<file path="src/hdl/sha256_pkg.sv">
// SHA-256 package: controller state type, command/status structs, round
// constants, initial hash values and the round and schedule functions.
// No dependencies.
package sha256_pkg;

  typedef enum logic [2:0] {
    ST_IDLE,
    ST_PAD,
    ST_ROUND,
    ST_FOLD,
    ST_EMIT
  } ctl_state_t;

  localparam logic ACT_ABSORB = 1'b0;
  localparam logic ACT_FINISH = 1'b1;

  localparam logic [7:0] PAD_BYTE = 8'h80;
  localparam logic [5:0] LEN_POS  = 6'd56;

  // Controller to datapath.
  typedef struct packed {
    logic       absorb;     // write in byte at fill count, count bits
    logic       pad_write;  // write one padding byte at pad pointer
    logic       pad_start;  // load pad pointer at fill count, arm 0x80 write
    logic       round_init; // load working vars from hash state
    logic       round_step; // run one round
    logic       fold;       // feed-forward add
    logic       restart;    // reload initial hash, clear counts
  } dp_cmd_t;

  // Datapath to controller.
  typedef struct packed {
    logic       block_full; // absorb just filled the buffer
    logic       pad_done;   // pad pointer wrote last byte of this block
    logic       pad_extra;  // padding needs a further block
    logic       last_round; // round counter at 63
  } dp_stat_t;

  localparam logic [31:0] H_INIT [8] = '{
    32'h6a09e667, 32'hbb67ae85, 32'h3c6ef372, 32'ha54ff53a,
    32'h510e527f, 32'h9b05688c, 32'h1f83d9ab, 32'h5be0cd19
  };

  localparam logic [31:0] ROUND_K [64] = '{
    32'h428a2f98, 32'h71374491, 32'hb5c0fbcf, 32'he9b5dba5, 32'h3956c25b, 32'h59f111f1,
    32'h923f82a4, 32'hab1c5ed5, 32'hd807aa98, 32'h12835b01, 32'h243185be, 32'h550c7dc3,
    32'h72be5d74, 32'h80deb1fe, 32'h9bdc06a7, 32'hc19bf174, 32'he49b69c1, 32'hefbe4786,
    32'h0fc19dc6, 32'h240ca1cc, 32'h2de92c6f, 32'h4a7484aa, 32'h5cb0a9dc, 32'h76f988da,
    32'h983e5152, 32'ha831c66d, 32'hb00327c8, 32'hbf597fc7, 32'hc6e00bf3, 32'hd5a79147,
    32'h06ca6351, 32'h14292967, 32'h27b70a85, 32'h2e1b2138, 32'h4d2c6dfc, 32'h53380d13,
    32'h650a7354, 32'h766a0abb, 32'h81c2c92e, 32'h92722c85, 32'ha2bfe8a1, 32'ha81a664b,
    32'hc24b8b70, 32'hc76c51a3, 32'hd192e819, 32'hd6990624, 32'hf40e3585, 32'h106aa070,
    32'h19a4c116, 32'h1e376c08, 32'h2748774c, 32'h34b0bcb5, 32'h391c0cb3, 32'h4ed8aa4a,
    32'h5b9cca4f, 32'h682e6ff3, 32'h748f82ee, 32'h78a5636f, 32'h84c87814, 32'h8cc70208,
    32'h90befffa, 32'ha4506ceb, 32'hbef9a3f7, 32'hc67178f2
  };

  function automatic logic [31:0] rotr(input logic [31:0] v, input int amt);
    rotr = (v >> amt) | (v << (32 - amt));
  endfunction

  function automatic logic [31:0] sig0(input logic [31:0] x);
    sig0 = rotr(x, 7) ^ rotr(x, 18) ^ (x >> 3);
  endfunction

  function automatic logic [31:0] sig1(input logic [31:0] x);
    sig1 = rotr(x, 17) ^ rotr(x, 19) ^ (x >> 10);
  endfunction

  function automatic logic [31:0] big0(input logic [31:0] x);
    big0 = rotr(x, 2) ^ rotr(x, 13) ^ rotr(x, 22);
  endfunction

  function automatic logic [31:0] big1(input logic [31:0] x);
    big1 = rotr(x, 6) ^ rotr(x, 11) ^ rotr(x, 25);
  endfunction

endpackage

</file>
<file path="src/hdl/sha256_ctl.sv">
// SHA-256 controller: sequences absorb, padding, rounds, fold and digest emit.
// Depends on sha256_pkg.
module sha256_ctl
  import sha256_pkg::*;
(
  input  logic       clk,
  input  logic       rst_n,
  input  logic       in_fire,
  input  logic       in_action,
  input  dp_stat_t   stat,
  input  logic       out_fire,
  output logic       in_ready,
  output logic       emit_valid,
  output logic [2:0] emit_index,
  output dp_cmd_t    cmd
);

  ctl_state_t state_r, state_nxt;
  logic       final_r, final_nxt;   // block in flight is the last of a message
  logic [2:0] idx_r, idx_nxt;

  always_ff @(posedge clk) begin
    if (!rst_n) begin
      state_r <= ST_IDLE;
      final_r <= 1'b0;
      idx_r   <= '0;
    end else begin
      state_r <= state_nxt;
      final_r <= final_nxt;
      idx_r   <= idx_nxt;
    end
  end

  // Next state.
  always_comb begin
    state_nxt = state_r;
    final_nxt = final_r;
    idx_nxt   = idx_r;
    unique case (state_r)
      ST_IDLE: begin
        if (in_fire) begin
          if (in_action == ACT_FINISH) begin
            state_nxt = ST_PAD;
          end else if (stat.block_full) begin
            state_nxt = ST_ROUND;
            final_nxt = 1'b0;
          end
        end
      end
      ST_PAD: begin
        if (stat.pad_done) begin
          state_nxt = ST_ROUND;
          final_nxt = !stat.pad_extra;
        end
      end
      ST_ROUND: begin
        if (stat.last_round) state_nxt = ST_FOLD;
      end
      ST_FOLD: begin
        if (final_r) begin
          state_nxt = ST_EMIT;
          idx_nxt   = '0;
        end else if (stat.pad_extra) begin
          state_nxt = ST_PAD;
        end else begin
          state_nxt = ST_IDLE;
        end
      end
      ST_EMIT: begin
        if (out_fire) begin
          idx_nxt = idx_r + 3'd1;
          if (idx_r == 3'd7) state_nxt = ST_IDLE;
        end
      end
      default: state_nxt = ST_IDLE;
    endcase
  end

  // Outputs.
  always_comb begin
    cmd        = '0;
    in_ready   = 1'b0;
    emit_valid = 1'b0;
    unique case (state_r)
      ST_IDLE: begin
        in_ready       = 1'b1;
        cmd.absorb     = in_fire && (in_action == ACT_ABSORB);
        cmd.pad_start  = in_fire && (in_action == ACT_FINISH);
        cmd.round_init = in_fire && (in_action == ACT_ABSORB) && stat.block_full;
      end
      ST_PAD: begin
        cmd.pad_write  = 1'b1;
        cmd.round_init = stat.pad_done;
      end
      ST_ROUND: cmd.round_step = 1'b1;
      ST_FOLD:  cmd.fold = 1'b1;
      ST_EMIT: begin
        emit_valid  = 1'b1;
        cmd.restart = out_fire && (idx_r == 3'd7);
      end
      default: ;
    endcase
  end

  assign emit_index = idx_r;

  a_emit_idle: assert property (@(posedge clk) disable iff (!rst_n)
    emit_valid |-> !in_ready) else $error("emit while accepting");
  a_restart_last: assert property (@(posedge clk) disable iff (!rst_n)
    cmd.restart |=> state_r == ST_IDLE) else $error("restart not at end");
  a_fold_after_round: assert property (@(posedge clk) disable iff (!rst_n)
    state_r == ST_FOLD |-> $past(state_r) == ST_ROUND) else $error("fold order");

endmodule

</file>
<file path="src/hdl/sha256_dp.sv">
// SHA-256 datapath: block buffer memory, 16-word schedule window, round unit,
// chaining state and bit counter. Depends on sha256_pkg.
module sha256_dp
  import sha256_pkg::*;
(
  input  logic        clk,
  input  logic        rst_n,
  input  logic [7:0]  in_byte,
  input  dp_cmd_t     cmd,
  input  logic [2:0]  emit_index,
  output dp_stat_t    stat,
  output logic [31:0] digest_word
);

  // Buffer as 16 words of 4 bytes: byte writes, whole-row load at round start.
  logic [31:0] buf_mem [16];
  logic [31:0] hash_r [8];
  logic [31:0] w_r [16];
  logic [31:0] a_r, b_r, c_r, d_r, e_r, f_r, g_r, h_r;
  logic [5:0]  fill_r, round_r, pad_r;
  logic [63:0] bits_r;
  logic        extra_r;   // padding spills into a further block
  logic        lead_r;    // next padding write is the 0x80 marker

  // Byte write port.
  logic       wr_en;
  logic [5:0] wr_addr;
  logic [7:0] wr_data;

  always_comb begin
    wr_en   = 1'b0;
    wr_addr = fill_r;
    wr_data = in_byte;
    if (cmd.absorb) begin
      wr_en = 1'b1;
    end else if (cmd.pad_write) begin
      wr_en   = 1'b1;
      wr_addr = pad_r;
      if (lead_r) begin
        wr_data = PAD_BYTE;
      end else if (pad_r >= LEN_POS && !extra_r) begin
        wr_data = bits_r[6'(63 - 8 * int'(pad_r[2:0])) -: 8];
      end else begin
        wr_data = 8'h00;
      end
    end
  end

  always_ff @(posedge clk) begin
    if (wr_en) buf_mem[wr_addr[5:2]][5'(31 - 8 * int'(wr_addr[1:0])) -: 8] <= wr_data;
  end

  // Padding pointer: walks from the 0x80 marker, or byte 0, to the block end.
  always_ff @(posedge clk) begin
    if (!rst_n) begin
      pad_r   <= '0;
      extra_r <= 1'b0;
      lead_r  <= 1'b0;
    end else if (cmd.pad_start) begin
      pad_r   <= fill_r;
      extra_r <= (fill_r >= 6'd56);
      lead_r  <= 1'b1;
    end else if (cmd.pad_write) begin
      pad_r  <= pad_r + 6'd1;
      lead_r <= 1'b0;
    end else if (cmd.fold && extra_r) begin
      pad_r   <= '0;
      extra_r <= 1'b0;
    end
  end

  // Every padding sweep ends on byte 63, the block boundary.
  logic pad_finish_now;
  assign pad_finish_now = (pad_r == 6'd63);

  always_ff @(posedge clk) begin
    if (!rst_n) begin
      fill_r <= '0;
      bits_r <= '0;
    end else if (cmd.restart) begin
      fill_r <= '0;
      bits_r <= '0;
    end else if (cmd.absorb) begin
      fill_r <= fill_r + 6'd1;
      bits_r <= bits_r + 64'd8;
    end
  end

  // Round unit.
  logic [31:0] w_new, t1, t2, w_cur;
  assign w_cur = w_r[0];
  assign w_new = w_r[0] + sig0(w_r[1]) + w_r[9] + sig1(w_r[14]);
  assign t1 = h_r + big1(e_r) + ((e_r & f_r) ^ (~e_r & g_r)) + ROUND_K[round_r] + w_cur;
  assign t2 = big0(a_r) + ((a_r & b_r) ^ (a_r & c_r) ^ (b_r & c_r));

  always_ff @(posedge clk) begin
    if (cmd.round_init) begin
      a_r <= hash_r[0]; b_r <= hash_r[1]; c_r <= hash_r[2]; d_r <= hash_r[3];
      e_r <= hash_r[4]; f_r <= hash_r[5]; g_r <= hash_r[6]; h_r <= hash_r[7];
    end else if (cmd.round_step) begin
      h_r <= g_r; g_r <= f_r; f_r <= e_r; e_r <= d_r + t1;
      d_r <= c_r; c_r <= b_r; b_r <= a_r; a_r <= t1 + t2;
      for (int i = 0; i < 15; i++) w_r[i] <= w_r[i + 1];
      w_r[15] <= w_new;
    end
    // Byte 63 is written in the load cycle itself: merge it from the write port.
    if (cmd.round_init) begin
      for (int i = 0; i < 15; i++) w_r[i] <= buf_mem[i];
      w_r[15] <= {buf_mem[15][31:8], wr_data};
    end
  end

  always_ff @(posedge clk) begin
    if (!rst_n) begin
      round_r <= '0;
    end else if (cmd.round_step) begin
      round_r <= round_r + 6'd1;
    end else begin
      round_r <= '0;
    end
  end

  always_ff @(posedge clk) begin
    if (!rst_n || cmd.restart) begin
      for (int i = 0; i < 8; i++) hash_r[i] <= H_INIT[i];
    end else if (cmd.fold) begin
      hash_r[0] <= hash_r[0] + a_r; hash_r[1] <= hash_r[1] + b_r;
      hash_r[2] <= hash_r[2] + c_r; hash_r[3] <= hash_r[3] + d_r;
      hash_r[4] <= hash_r[4] + e_r; hash_r[5] <= hash_r[5] + f_r;
      hash_r[6] <= hash_r[6] + g_r; hash_r[7] <= hash_r[7] + h_r;
    end
  end

  assign digest_word     = hash_r[emit_index];
  assign stat.block_full = cmd.absorb && (fill_r == 6'd63);
  assign stat.pad_done   = cmd.pad_write && pad_finish_now;
  assign stat.pad_extra  = extra_r;
  assign stat.last_round = (round_r == 6'd63);

  a_fill_clear: assert property (@(posedge clk) disable iff (!rst_n)
    cmd.restart |=> fill_r == '0 && bits_r == '0) else $error("restart failed");
  a_round_count: assert property (@(posedge clk) disable iff (!rst_n)
    cmd.fold |-> $past(round_r) == 6'd63) else $error("fold before 64 rounds");
  a_bits_track: assert property (@(posedge clk) disable iff (!rst_n)
    cmd.absorb |=> bits_r[8:3] == fill_r) else $error("bit count drift");

endmodule

</file>
<file path="src/hdl/sha256_stream_hasher.sv">
// SHA-256 stream hasher top level: joins the controller and the datapath.
// Depends on sha256_pkg, sha256_ctl, sha256_dp.
//
//  channel | dir | ports                  | contents
//  --------+-----+------------------------+---------------------------------
//  in      | in  | tvalid/tready/tdata/tuser | tdata=data_byte, tuser=action
//  out     | out | tvalid/tready/tdata/tuser/tlast | tdata=digest_word,
//          |     |                        | tuser=word_index, tlast=last_word
//
// An absorb writes one byte and, when it fills a block, starts compression
// (64 rounds on a single round unit, then a fold). A finish starts a padding
// sweep of 64 - fill byte writes and a compression; when the length needs a
// further block, another 64-write sweep and compression follow; then eight
// output transfers. rst_n is synchronous, active low, and restores the
// initial hash. A stalled out_tready holds the current digest word.
module sha256_stream_hasher
  import sha256_pkg::*;
(
  input  logic        clk,
  input  logic        rst_n,
  input  logic        in_tvalid,
  output logic        in_tready,
  input  logic [7:0]  in_tdata,   // [7:0] data_byte
  input  logic        in_tuser,   // [0] action
  output logic        out_tvalid,
  input  logic        out_tready,
  output logic [31:0] out_tdata,  // [31:0] digest_word
  output logic [2:0]  out_tuser,  // [2:0] word_index
  output logic        out_tlast   // last_word
);

  dp_cmd_t    cmd;
  dp_stat_t   stat;
  logic [2:0] emit_index;
  logic       in_fire, out_fire;

  assign in_fire  = in_tvalid && in_tready;
  assign out_fire = out_tvalid && out_tready;

  sha256_ctl u_ctl (
    .clk, .rst_n, .in_fire, .in_action(in_tuser), .stat, .out_fire,
    .in_ready(in_tready), .emit_valid(out_tvalid), .emit_index, .cmd
  );

  sha256_dp u_dp (
    .clk, .rst_n, .in_byte(in_tdata), .cmd, .emit_index, .stat,
    .digest_word(out_tdata)
  );

  assign out_tuser = emit_index;
  assign out_tlast = (emit_index == 3'd7);

endmodule
</file>
<file path="config.mk">
export PLATFORM = sky130hd
export DESIGN_NAME = sha256_stream_hasher
export DESIGN_NICKNAME = d
export VERILOG_FILES = /design/src/hdl/sha256_pkg.sv /design/src/hdl/sha256_ctl.sv /design/src/hdl/sha256_dp.sv /design/src/hdl/sha256_stream_hasher.sv
export SDC_FILE = /design/constraint.sdc
export NUM_CORES = 2
export LEC_CHECK = 0
export BUFFER_PORTS_ARGS = -buffer_cell sky130_fd_sc_hd__buf_4
export CAP_MARGIN = 25
export CELL_PAD_IN_SITES_DETAIL_PLACEMENT = 1
export CELL_PAD_IN_SITES_GLOBAL_PLACEMENT = 1
export CORE_ASPECT_RATIO = 1.4
export CORE_MARGIN = 2
export CORE_UTILIZATION = 58
export CTS_BUF_LIST = sky130_fd_sc_hd__clkbuf_2
export DETAILED_ROUTE_END_ITERATION = 7
export HOLD_SLACK_MARGIN = 0.02
export PLACE_DENSITY = 0.88
export SETUP_SLACK_MARGIN = 0.05
export SYNTH_ARGS = -nofsm -noshare
export SYNTH_HDL_FRONTEND = slang
export SYNTH_SLANG_ARGS = --single-unit
export TNS_END_PERCENT = 1
</file>
<file path="constraint.sdc">
create_clock -name clk -period 39.7 [get_ports clk]
set_input_delay 5.955 -clock clk [delete_from_list [all_inputs] [get_ports clk]]
set_output_delay 5.955 -clock clk [all_outputs]
set_load 0.02 [all_outputs]
</file>
======== Yosys cells after proc, flatten, opt, wreduce, memory -nomap -nowiden ========
Memories as Yosys holds them, arrays and structs flattened. A register that Yosys moved wholly into a read port is not among the register bits.
Index checks and enable logic that the tools add are counted.
operators by class
  magnitude comparators ................... 3
  add/subtract/negate cells ............... 26
  multiply operators ...................... 0
  eq/ne operators ......................... 18
  mux-type cells .......................... 99
  div/mod/pow operators ................... 0
  reductions and logical operators ........ 26
  shift operators ......................... 3
  bitwise operators ....................... 54
operators with widths
  cell                                                                    count
  32-bit two-way mux                                                      43
  32-bit adder                                                            18
  32-bit XOR                                                              9
  32-bit bitwise AND                                                      5
  71-bit by 6-bit indexed part select with 8-bit output                   1
  64-bit by 4-bit adder with 64-bit output, second input constant         1
  8-bit by 6-bit variable shift with 39-bit output, first input constant  1
  8-bit by 6-bit indexed part select with 39-bit output                   1
  3-bit two-way mux                                                       12
  8-bit two-way mux                                                       4
  32-bit NOT                                                              1
  10-bit by 32-bit bitwise OR with 32-bit output                          1
  13-bit by 32-bit bitwise OR with 32-bit output                          1
  14-bit by 32-bit bitwise OR with 32-bit output                          1
  15-bit by 32-bit bitwise OR with 32-bit output                          1
  19-bit by 32-bit bitwise OR with 32-bit output                          1
  21-bit by 32-bit bitwise OR with 32-bit output                          1
  25-bit by 32-bit bitwise OR with 32-bit output                          1
  26-bit by 32-bit bitwise OR with 32-bit output                          1
  30-bit by 32-bit bitwise OR with 32-bit output                          1
  7-bit by 32-bit bitwise OR with 32-bit output                           1
  32-bit by 22-bit XOR with 32-bit output                                 1
  32-bit by 29-bit XOR with 32-bit output                                 1
  1-bit two-way mux                                                       31
  other kinds (32)                                                        90
storage, ports and cells
  input bits .............................. 13
  bits in latches ......................... 0
  register bits ........................... 347
  memory bits (writable) .................. 1280
  ROM bits ................................ 2048
  word-level logic and storage cells ...... 250
  memories ................................ 4
  output and inout port bits .............. 38
memories
  name              words  width  read ports  clocked after Yosys merged registers in  write ports  RTL line         source
  (name not given)  64     32     1           0                                        0            sha256_dp.sv:93  assign t1 = h_r + big1(e_r) + ((e_r & f_r) ^ (~e_r & g_r)) + ROUND_K[round_r] + w_cur;
  u_dp.buf_mem      16     32     16          0                                        1            sha256_dp.sv:16  logic [31:0] buf_mem [16];
  u_dp.w_r          16     32     16          0                                        16           sha256_dp.sv:18  logic [31:0] w_r [16];
  u_dp.hash_r       8      32     9           1                                        8            sha256_dp.sv:17  logic [31:0] hash_r [8];

======== Longest topological paths before layout ========
  word-level depth ........................ 11
  gate-level depth with buffers ........... 40
  depth with buffers taken out ............ 39

======== By module ========
Synthesis repeated with hierarchy kept, for this count alone.
unflattened totals
  cells, all modules ...................... 7352
  area total of the unflattened synthesis .. 88989.1 um^2
modules (own cells, without submodules)
  module                seq. area each (um^2)  area each (um^2)  cells each  times used
  sha256_dp             46864.9                88476.1           7296        1
  sha256_ctl            140.1                  494.2             53          1
  sha256_stream_hasher  0.0                    18.8              3           1

======== Worst setup path after synthesis ========
Ideal clock, no wire load.
  kind .................................... input to register
  start point ............................. in in_tvalid
  end point ............................... reg u_dp.a_r[0] (enable)
  setup time .............................. 5.315 ns
  data arrival time ....................... 19.545 ns
  buffers on the path ..................... 3
  path slack .............................. 14.840 ns
  data required time ...................... 34.385 ns
  cell stages on the path ................. 8
  path through ............................ nand2_1 -> nor2_1 -> nand2_1 -> o31a_1 -> clkbuf_1 -> clkbuf_1 -> clkbuf_1 -> nand2_1
between the ends
  longest elaborated chain between the ends .. 7
ends and longest elaborated chain
  item                                       RTL line                            source
  start, declared                            sha256_stream_hasher.sv:21          input logic in_tvalid,
  1-bit logical AND (*)                      sha256_stream_hasher.sv:37          assign in_fire = in_tvalid && in_tready;
  1-bit logical AND (*)                      sha256_ctl.sv:87, sha256_ctl.sv:89
  1-bit two-way mux                          sha256_ctl.sv:84                    unique case (state_r)
  1-bit logical AND                          sha256_dp.sv:135                    assign stat.block_full = cmd.absorb && (fill_r == 6'd63);
  1-bit logical AND (*)                      sha256_ctl.sv:89                    cmd.round_init = in_fire && (in_action == ACT_ABSORB) && stat.block_full;
  1-bit one-hot mux with 2 select lines (*)  sha256_ctl.sv:84
  2-bit nonzero test (no line) (*)           n/a
  end signal, assigned                       sha256_dp.sv:98                     a_r <= hash_r[0]; b_r <= hash_r[1]; c_r <= hash_r[2]; d_r <= hash_r[3];
  end signal, assigned                       sha256_dp.sv:102                    d_r <= c_r; c_r <= b_r; b_r <= a_r; a_r <= t1 + t2;
  end, declared                              sha256_dp.sv:19                     logic [31:0] a_r, b_r, c_r, d_r, e_r, f_r, g_r, h_r;
Every way passes the cells marked *; elsewhere a longest branch is shown, timed or not.
A chain may end at the register's enable or synchronous reset.

==> impl_metrics.env <==
export IMPL_crit_arrival_ns=4.76
export IMPL_dr_total_vias=70385
export IMPL_timing_critical_path_slowest_stage_cell="buf_4"
export IMPL_post_cts_resized=0
export IMPL_setup_viol=0
export IMPL_synth_most_common_cell="nand2_1"
export IMPL_cp_common_cell="buf_4"
export IMPL_hold_path_class="register to register"
export IMPL_cap_violations=0
export IMPL_worstPathCellList="buf_4 > mux4_2 > mux2_2 > buf_4"
export IMPL_gr_total_overflow=0
export IMPL_synth_area_per_cell_um2=10.64
export IMPL_track_usage_pct=41.89
export IMPL_ys_warnings_count=0
export IMPL_synth_seq_area_share_pct=53.01
export IMPL_cts_root_buf="clkbuf_2"
export IMPL_drv_slew=0
export IMPL_clock_sinks=1587
export IMPL_cts_buffers=397
export IMPL_period_share_pct=27.00
export IMPL_layout_nets=9639
export IMPL_viasPerCell=6.232
export IMPL_fmax_mhz=93.30
export IMPL_coreArea_mm2=0.1518
export IMPL_cp_top_family="buffers and inverters"
export IMPL_synth_distinct_cells=93
export IMPL_area_delta_synth_final_pct=8.795
export IMPL_gp_congestion=0.9967
export IMPL_synth_edff_count=1528
export IMPL_path_buf_inv=2
export IMPL_r2r_end="u_dp.a_r[28]"
export IMPL_cts_htree_levels=5
export IMPL_wl_um=333200
export IMPL_wl_per_cell_um=29.50
export IMPL_hold_depth=2
export IMPL_synth_seq_cells=1587
export IMPL_clock_path_buffers=4
export IMPL_syn_cell_area_mm2=0.08879
export IMPL_syn_inst=8345
export IMPL_crit_path_max_fanout=35
export IMPL_cts_reportedPaths_clkPinSlew_ns=0.18
export IMPL_layout_drive_gt1_share_pct=9.982
export IMPL_grt_max_degree=184
export IMPL_dp_hpwl_um=225500
export IMPL_final_hold_viol_count=0
export IMPL_r2r_cells=34
export IMPL_skew_ns=0.2619
export IMPL_die_h_um=466.9
export IMPL_die_area_mm2=0.1563
export IMPL_rr_startpoint="u_dp.round_r[1]"
export IMPL_rsz0062_at_grt="false"
export IMPL_port_buffers=50
export IMPL_core_rowCount=169
export IMPL_slowest_delay_ns=0.84
export IMPL_yosysTopAreaCell="edfxtp_1"
export IMPL_critPathCaptureType="primary output"
export IMPL_slew_headroom_pct=10.72
export IMPL_hold_buffers=0
export IMPL_start_kind="register"
export IMPL_die_w_um=334.7
export IMPL_antenna_found_initial=9
export IMPL_start_util_pct=58.48
export IMPL_layout_min_cycle_time_ns=10.72
export IMPL_outcome="finished, final reports clean"
export IMPL_hold_path_endpoint="u_dp.w_r[0][73]"
export IMPL_crit_required_ns=33.74
export IMPL_worst_slew_pin_slew_ns=1.339
export IMPL_cts_tree="yes"
export IMPL_grt_pass1_vias=76812
export IMPL_post_cts_buffers=0
export IMPL_setup_tns_ns=0
export IMPL_drt_iter0_markers=6020
export IMPL_grt_pass1_wl_um=482300
export IMPL_dr_pass1_iters=7
export IMPL_hp_start="u_dp.w_r[0][105]"
export IMPL_ys_async_sr_fraction_pct=0
export IMPL_criticalPathCategory="register to primary output"
export IMPL_drc=0
export IMPL_rrSetupSlack_ns=29.39
export IMPL_ys_top_cells_by_count="2,429 x nand2_1, 1,528 x edfxtp_1, 404 x nor2_1"
export IMPL_clk_latency_ns=2.02
export IMPL_ant_nets=0
export IMPL_top_level_ports=51
export IMPL_synth_area_top_cells="edfxtp_1 52%, nand2_1 10%, ha_1 5.6%, fa_1 4.4%, xnor2_1 3.6%"
export IMPL_synthFlopType="edfxtp_1"
export IMPL_synth_top_cell_area_share_pct=51.68
-- cell families after synthesis --
logic type	after synthesis	share of synthesized area, %
compound gates	1319	9.371
fa+ha+maj	619	10.30
other cells	1	0.004224
flops	1587	53.01
simple gates	3412	15.88
buf+inv	685	2.927
mux	170	3.059
xor+xnor	552	5.445
-- layer usage --
metal  wire length [um]  GRT usage, %  vias to the layer above  part of all wire, %
met5                 13             0                        -               0.0039
met3              22010         7.600                     1489                  6.6
met2             165400         72.32                     3587                   50
met1             108300         43.00                    35044                   33
li1                   -             -                    30263                    -
met4              37500         38.81                        2                   11
-- placed cells by master (no fill, tap or decap), types with 25 or more instances in the layout --
cell      netlist  final
a211oi_1       53     53
a21o_1        145    145
a21oi_1       358    358
a31oi_1        62     61
and2_1         27     26
and3_1         58     58
buf_4           0    138
clkbuf_2        0    558
clkinv_1        4     93
conb_1          1    512
dfxtp_1        59     52
edfxtp_1     1528   1528
fa_1          195    195
ha_1          399    399
inv_1         307    307
maj3_1         25     25
mux2_2         40     40
mux2i_1        52     52
mux4_2         77     77
nand2_1      2429   2424
nand2b_1       63     63
nand3_1        97     97
nand4_1        37     37
nor2_1        404    393
nor2b_1        42     42
nor3_1        117    117
o21a_1         61     61
o21ai_0       215    213
o21ai_1       140    142
o21bai_1       41     41
o31ai_1        44     42
or3_1          39     39
xnor2_1       366    366
xor2_1        186    186
-- flip-flops by register name, summed over array words and instances, names as in the netlist, named ones only --
| register | count |
|---|---|
| u_dp.pad_r | 6 |
| u_dp.a_r | 32 |
| u_dp.bits_r | 29 |
| u_ctl.final_r | 1 |
| u_dp.w_r | 512 |
| u_dp.e_r | 32 |
| u_dp.f_r | 32 |
| u_dp.d_r | 32 |
| u_dp.c_r | 32 |
| u_dp.buf_mem | 504 |
| u_dp.hash_r | 256 |
| u_dp.lead_r | 1 |
| u_dp.g_r | 32 |
| u_dp.extra_r | 1 |
| u_dp.h_r | 32 |
| u_dp.round_r | 6 |
| u_dp.fill_r | 6 |
| u_ctl.emit_index | 3 |
| u_dp.b_r | 32 |
| u_ctl.state_r | 3 |
-- worst max path at each step --
stage                         end  slack, ns  cells after the start       from
global placement      u_dp.a_r[1]      28.06                     11  in_tvalid
finish              out_tdata[20]      28.98                      4   register
global route         out_tdata[0]      28.77                      4   register
floorplan             u_dp.a_r[0]      14.84                      8  in_tvalid
detailed placement    u_dp.a_r[1]      28.16                     12  in_tvalid
CTS                  out_tdata[0]      28.84                      4   register
-- stage by stage --
step	utilization [%]	setup slack (ns)	std cells	hold WS (ns)	area, um2
after global placement	61.21	28.06	10585	0.4863	92930
after global routing	63.62	28.77	11291	0.4434	96590
after CTS	63.52	28.84	11274	0.4328	96430
after detailed placement	61.25	28.16	10590	0.5001	93000
after floorplan	-	14.84	8856	0.4595	90700
final	63.62	28.98	11294	0.4307	96600
-- cell type report --
cell class | count | area (um2)
clock buffers | 558 | 2793
repair buffers | 149 | 1251
multi-input cells | 6584 | 41160
diodes | 11 | 27.53
inverters | 313 | 1175
fillers | 16521 | 55230
clock inverters | 126 | 644.4
flip-flops and latches | 1587 | 47080
well taps | 1966 | 2460
-- worst reg2reg max path, delay by kind of cell, from the launching register on --
family,cells,cell delay [ns]
and+or+nand+nor,5,0.77
adders and majority gates,8,3.55
xor gates and xnor gates,1,0.40
DFF,1,0.32
AOI/OAI and AO/OA,15,4.30
buffers and inverters,5,0.85
Power is left out: the tool's default activity adds up to more than one toggle a clock period on the data nets, which glitch-free logic cannot reach.
